**src/rtl/cpcr_pkg.sv**
```systemverilog
// shared types and constants for the circle pair collision response block
// no dependencies
package cpcr_pkg;

  localparam int POS_W         = 32;
  localparam int RAD_W         = 31;
  localparam int MASS_W        = 32;
  localparam int SUM_W         = 32;   // sum of two radii
  localparam int TOTAL_W       = 33;   // sum of two masses
  localparam int DIST2_W       = 64;
  localparam int ROOT_W        = 32;
  localparam int GAIN_W        = 17;
  localparam int MOVE_W        = 32;
  localparam int FRAC_BITS_DEF = 16;

  localparam logic [GAIN_W-1:0] GAIN_RESET = 17'd49152;

  localparam logic [1:0] STATUS_NONE  = 2'd0;
  localparam logic [1:0] STATUS_HIT   = 2'd1;
  localparam logic [1:0] STATUS_DEGEN = 2'd2;

  typedef struct packed {
    logic       dx_neg;
    logic       dx_pos;
    logic       dy_neg;
    logic       dy_pos;
    logic [1:0] status;
  } cpcr_flags_t;

  // travels with the radicand through the square root
  typedef struct packed {
    logic [ROOT_W-1:0]  mx;
    logic [ROOT_W-1:0]  my;
    logic [SUM_W-1:0]   minr;
    logic [MASS_W-1:0]  mb;
    logic [TOTAL_W-1:0] total;
    cpcr_flags_t        flags;
  } cpcr_front_t;

  // travels with the quotients through the divider
  typedef struct packed {
    logic [SUM_W-1:0]  minr;
    logic [ROOT_W-1:0] distance;
    cpcr_flags_t       flags;
  } cpcr_mid_t;

endpackage

```
**src/rtl/cpcr_sqrt.sv**
```systemverilog
// pipelined integer square root, one result bit per stage
// depends on cpcr_pkg
module cpcr_sqrt #(
  parameter int SW = 1
) (
  input  logic                        clk,
  input  logic                        rst,
  input  logic                        in_valid,
  output logic                        in_ready,
  input  logic [cpcr_pkg::DIST2_W-1:0] in_rad,
  input  logic [SW-1:0]               in_side,
  output logic                        out_valid,
  input  logic                        out_ready,
  output logic [cpcr_pkg::ROOT_W-1:0] out_root,
  output logic [SW-1:0]               out_side
);
  import cpcr_pkg::*;

  localparam int N = ROOT_W;

  logic [N-1:0]         vld;
  logic [N:0]           rdy;
  logic [DIST2_W-1:0]   rem_a  [N];
  logic [ROOT_W-1:0]    root_a [N];
  logic [SW-1:0]        side_a [N];

  assign rdy[N] = out_ready;

  for (genvar k = 0; k < N; k++) begin : g_stage
    localparam int BI = N - 1 - k;
    logic [DIST2_W-1:0] rem_in;
    logic [DIST2_W-1:0] test;
    logic [ROOT_W-1:0]  root_in;
    logic [SW-1:0]      side_in;
    logic               vld_in;
    logic               take;
    logic               v;
    logic [ROOT_W-1:0]  root;
    logic [SW-1:0]      side;

    if (k == 0) begin : g_first
      assign rem_in  = in_rad;
      assign root_in = '0;
      assign side_in = in_side;
      assign vld_in  = in_valid;
    end else begin : g_next
      assign rem_in  = rem_a[k-1];
      assign root_in = root_a[k-1];
      assign side_in = side_a[k-1];
      assign vld_in  = vld[k-1];
    end

    // (r + 2^i)^2 - r^2 = r*2^(i+1) + 2^(2i)
    assign test = ({{(DIST2_W-ROOT_W){1'b0}}, root_in} << (BI + 1)) |
                  (DIST2_W'(1) << (2 * BI));
    assign take = rem_in >= test;
    assign rdy[k] = !v || rdy[k+1];

    always_ff @(posedge clk) begin
      if (rst) begin
        v <= 1'b0;
      end else if (rdy[k]) begin
        v <= vld_in;
      end
    end

    always_ff @(posedge clk) begin
      if (rdy[k]) begin
        root <= take ? (root_in | (ROOT_W'(1) << BI)) : root_in;
        side <= side_in;
      end
    end

    if (k < N - 1) begin : g_rem
      logic [DIST2_W-1:0] rem;
      always_ff @(posedge clk) begin
        if (rdy[k]) begin
          rem <= take ? (rem_in - test) : rem_in;
        end
      end
      assign rem_a[k] = rem;
    end else begin : g_norem
      assign rem_a[k] = '0;
    end

    assign vld[k]    = v;
    assign root_a[k] = root;
    assign side_a[k] = side;
  end

  assign in_ready  = rdy[0];
  assign out_valid = vld[N-1];
  assign out_root  = root_a[N-1];
  assign out_side  = side_a[N-1];

endmodule

```
**config.mk**
```make
export PLATFORM = sky130hd
export DESIGN_NAME = cpcr_sqrt
export DESIGN_NICKNAME = d
export VERILOG_FILES = /design/src/rtl/cpcr_pkg.sv /design/src/rtl/cpcr_sqrt.sv
export SDC_FILE = /design/constraint.sdc
export NUM_CORES = 2
export LEC_CHECK = 0
export ABC_AREA = 1
export BUFFER_PORTS_ARGS = -buffer_cell sky130_fd_sc_hd__buf_2
export CORE_MARGIN = 5
export CORE_UTILIZATION = 58
export CTS_CLUSTER_DIAMETER = 40
export DETAILED_ROUTE_END_ITERATION = 6
export GPL_TIMING_DRIVEN = 0
export PLACE_DENSITY = 0.77
export REMOVE_ABC_BUFFERS = 1
export SYNTH_ARGS = -nofsm -noshare
export SYNTH_HDL_FRONTEND = slang
export SYNTH_SLANG_ARGS = --single-unit
```
**constraint.sdc**
```tcl
create_clock -name clk -period 12.2 [get_ports clk]
set_input_delay 1.22 -clock clk [delete_from_list [all_inputs] [get_ports clk]]
set_output_delay 1.22 -clock clk [all_outputs]
set_load 0.03 [all_outputs]
```
==> flow_summary.yaml <==
sta:
  layout_worst_path_cycle_share_pct: 95.3
  rsz0062_at_grt: "false"
  clock.fmax_mhz: 86.0
  whs_ps: 391
  hold_violations: 0
  slew_headroom_pct: 15.0
  period_needed_ps: 11630
  finClkSkew_ps: 118
  tightest_slew_ps: 1260
  drv_slew: 0
  finalSetupViolations: 0
logic_synthesis:
  avgSynthCellArea_sq_um: 11.1
  synth_edf_count: 2544
  ys_seq_area_share_pct: 62.2
  synth.distinct_cells: 75
  netlist_area_sq_um: 124000
  syn_inst: 11100
  synth-async-reset-ratio_pct: 0
  synth-seq-cells: 2576
  yosys_warnings: 0
  synth_flop_cell: "edfxtp_1"
clocking:
  path_clk_slew_ps: 70
  hold_buffers: 0
  post_cts_resized: 0
  cts_tree: "yes"
  cts-root-buf: "clkbuf_16"
  htree_levels: 5
  clock_path_buffers: 4
  cts_buffers: 363
  cts_sinks: 2576
  insertion_delay_ps: 970
  post_cts_buffers: 0
drt:
  drt-pass1-iter-count: 7
  drc: 1
  drt-wirelength-per-cell_microns: 21.0
  first_iter_violations: 8580
  wirelength_mm: 307
  ant_nets: 0
  num_vias: 83800
  post_drt_via_cell_ratio: 5.72
worst_setup_path:
  cp_top_family: "simple AND/OR/NAND/NOR gates"
  critPathSlowestCell: "nor2_4"
  cp_slowest_stage_delay_ps: 720
  crit_buf_inv: 4
  crit_fanout: 38
  crit_chain: "buf_2 > inv_1 > nand4_4 > buf_12 > nor3_4 > nand4_4 > nor2_4 > nand4_4 > nor2_4 > nand4_4 > nor2_4 > nand4_4 > nor2_4 > nand4_4 > nor2_4 > nand4_4 > nor2_8 > nand4_4 > buf_2"
  cp_common_cell: "nand4_4"
  crit_type: "primary input to primary output"
  end_kind: "primary output"
  crit_required_ps: 10980
  worstSetupStartpointType: "primary input"
  arrival_ps: 10410
finish:
  n_fill_cell: 15500
  layout_commonest_cell: "edfxtp_1"
  final_util_pct: 66.4
  syn_to_final_growth_pct: 13.7
  drive_gt1_share_pct: 7.30
  final_cell_mix: "edfxtp_1, inv_1, nand2_1, nor2_1, a21oi_1"
  nNetsFinal: 12200
placed_design:
  place_congestion: 0.963
  dp.final_hpwl_mm: 225
  port_buffers: 103
power_and_ir_drop:
  seqPwrFrac_pct: 44.6
  p_sw_share_pct: 32.1
  ir_drop_v: 0.000178
  leakagePower_nw: 58.4
  power.switching_w: 0.0100
  power.share.clock_pct: 33.5
  pwr_density_cell_nw_per_um2: 222
  share_comb_of_total_power_pct: 21.9
  internal-power_w: 0.0212
die:
  boundaryPins: 104
  initial_utilization_pct: 58.4
  fp.dieW_microns: 472
  die_h_microns: 472
  core_region_area_sq_um: 212000
  rows: 169
  die_area_sq_um: 223000
run_status:
  violations: "DRC"
  status: "finished, violations left"
global_route:
  antenna_found_initial: 12
  grt_max_degree: 78
  grt_first_pass_wirelength_mm: 469
  grt_pass1_vias: 82100
  grt-ovfl-total: 0
  grt_use_total_pct: 26.9
run:
  cap_violations: 0
hold_path:
  hold_path_class: "register to register"
==> power groups by stage <==
stage	Clock [W]	Combinational (W)	Sequential, W
finish	0.0105	0.00684	0.0140
floorplan	0	0.00520	0.0133
global placement	0	0.00661	0.0141
detailed placement	0	0.00673	0.0141
CTS	0.0106	0.00682	0.0140
global route	0.0110	0.00770	0.0141
==> cells by family (layout without fill, tap and decap cells) <==
logic type / after synthesis / after routing / share of synthesized area (%)
AO/OA/AOI/OAI: 1717 / 1717 / 7.57
XOR/XNOR: 906 / 906 / 6.40
adder cells (fa/ha/maj): 558 / 558 / 5.63
buffers and inverters: 1745 / 2428 / 5.31
flip-flops: 2576 / 2576 / 62.2
multiplexers: 4 / 4 / 0.0363
other: 0 / 2 / 0
AND/OR/NAND/NOR: 3620 / 3625 / 12.9
==> layout make-up <==
| type | instances | area (sq um) | share of cell area (%) |
|---|---|---|---|
| Antenna cell | 2 | 5.00 | 0.00355 |
| Tap cell | 2821 | 3530 | 2.51 |
| Clock buffer | 396 | 9360 | 6.64 |
| Timing Repair Buffer | 141 | 1430 | 1.02 |
| Sequential cell | 2576 | 77000 | 54.7 |
| Clock inverter | 255 | 2790 | 1.98 |
| Inverter | 1636 | 6170 | 4.38 |
| Multi-Input combinational cell | 6810 | 40600 | 28.8 |
==> worst register-to-register path: stages, from the launching register on <==
cell and delay [ps]:
dfxtp_1 460, nand4_4 450, buf_12 370, nor3_4 340
nand4_4 350, nor2_4 370, nand4_4 580, nor2_4 480
nand4_4 680, nor2_4 720, nand4_4 580, nor2_4 510
nand4_4 670, nor2_4 600, nand4_4 670, nor2_8 500
nand4_2 1020
==> Yosys cell counts, drive strengths merged, types with 12 or more instances <==
| cell type | n | area, sq um |
|---|---|---|
| nand4 | 156 | 1100 |
| o21bai | 39 | 293 |
| nor4 | 290 | 1820 |
| xor2 | 486 | 4260 |
| a211oi | 14 | 105 |
| and3 | 15 | 93.8 |
| xnor2 | 420 | 3680 |
| ha | 558 | 6980 |
| a21oi | 711 | 3580 |
| a21boi | 21 | 158 |
| nor2 | 1162 | 4430 |
| buf | 19 | 93.8 |
| o21ai | 699 | 3510 |
| nor3 | 213 | 1100 |
| o21a | 26 | 195 |
| o31ai | 24 | 180 |
| a31oi | 83 | 519 |
| nand2 | 1395 | 5240 |
| inv | 1633 | 6130 |
| dfxtp | 32 | 641 |
| edfxtp | 2544 | 76400 |
| or4 | 34 | 255 |
| or2 | 33 | 206 |
| clkbuf | 90 | 338 |
| o211ai | 27 | 203 |
| nand3b | 12 | 93.8 |
| o2111ai | 15 | 131 |
| nand3 | 282 | 1430 |
==> metrics by stage <==
step	area [sq um]	total power (W)	TNS, ps	instances	setup slack [ps]
5_1_grt	141000	0.0329	0	14600	37.1
6_report	141000	0.0313	0	14600	575
2_1_floorplan	124000	0.0185	-10010	11000	-552
3_3_place_gp	128000	0.0207	-2340180	13900	-4690
4_1_cts	141000	0.0314	0	14600	362
3_5_place_dp	129000	0.0208	-68300	14000	-1750
==> flip-flops by register name (all words and copies together) (netlist names) <==
signal,flops
g_stage.g_rem.rem,1920
out_side,1
out_root,32
g_stage.v,30
g_stage.side_in,1
out_valid,1
g_stage.root_in,10
g_stage.vld_in,1
g_stage.rem_in,64
g_stage.side,30
g_stage.root,486
==> routing by layer <==
metal	track usage [%]	wire length (microns)
met5	0	34
met4	8.08	9210
met3	3.61	17200
met2	46.6	153000
met1	35.6	127000
==> timing repair <==
action | 4_1_cts | 5_1_grt
pin swaps | 4 | 1
endpoints found under the setup margin | 1 | 1
gates cloned | 4 | 1
==> path summary, 6_finish.rpt <==
kind / endpoint / startpoint / cells past startpoint / slack, ps
setup / recovery: in_ready / out_ready / 19 / 570
hold / removal: g_stage[7].side$_DFFE_PP_ / g_stage[6].side$_DFFE_PP_ / 0 / 390
setup reg to reg: g_stage[0].g_rem.rem[47]$_DFFE_PP_ / out_valid$_SDFFE_PP0P_ / 16 / 2250
hold reg to reg: g_stage[7].side$_DFFE_PP_ / g_stage[6].side$_DFFE_PP_ / 0 / 390
Note: power is estimated with default switching activity, not from simulation.
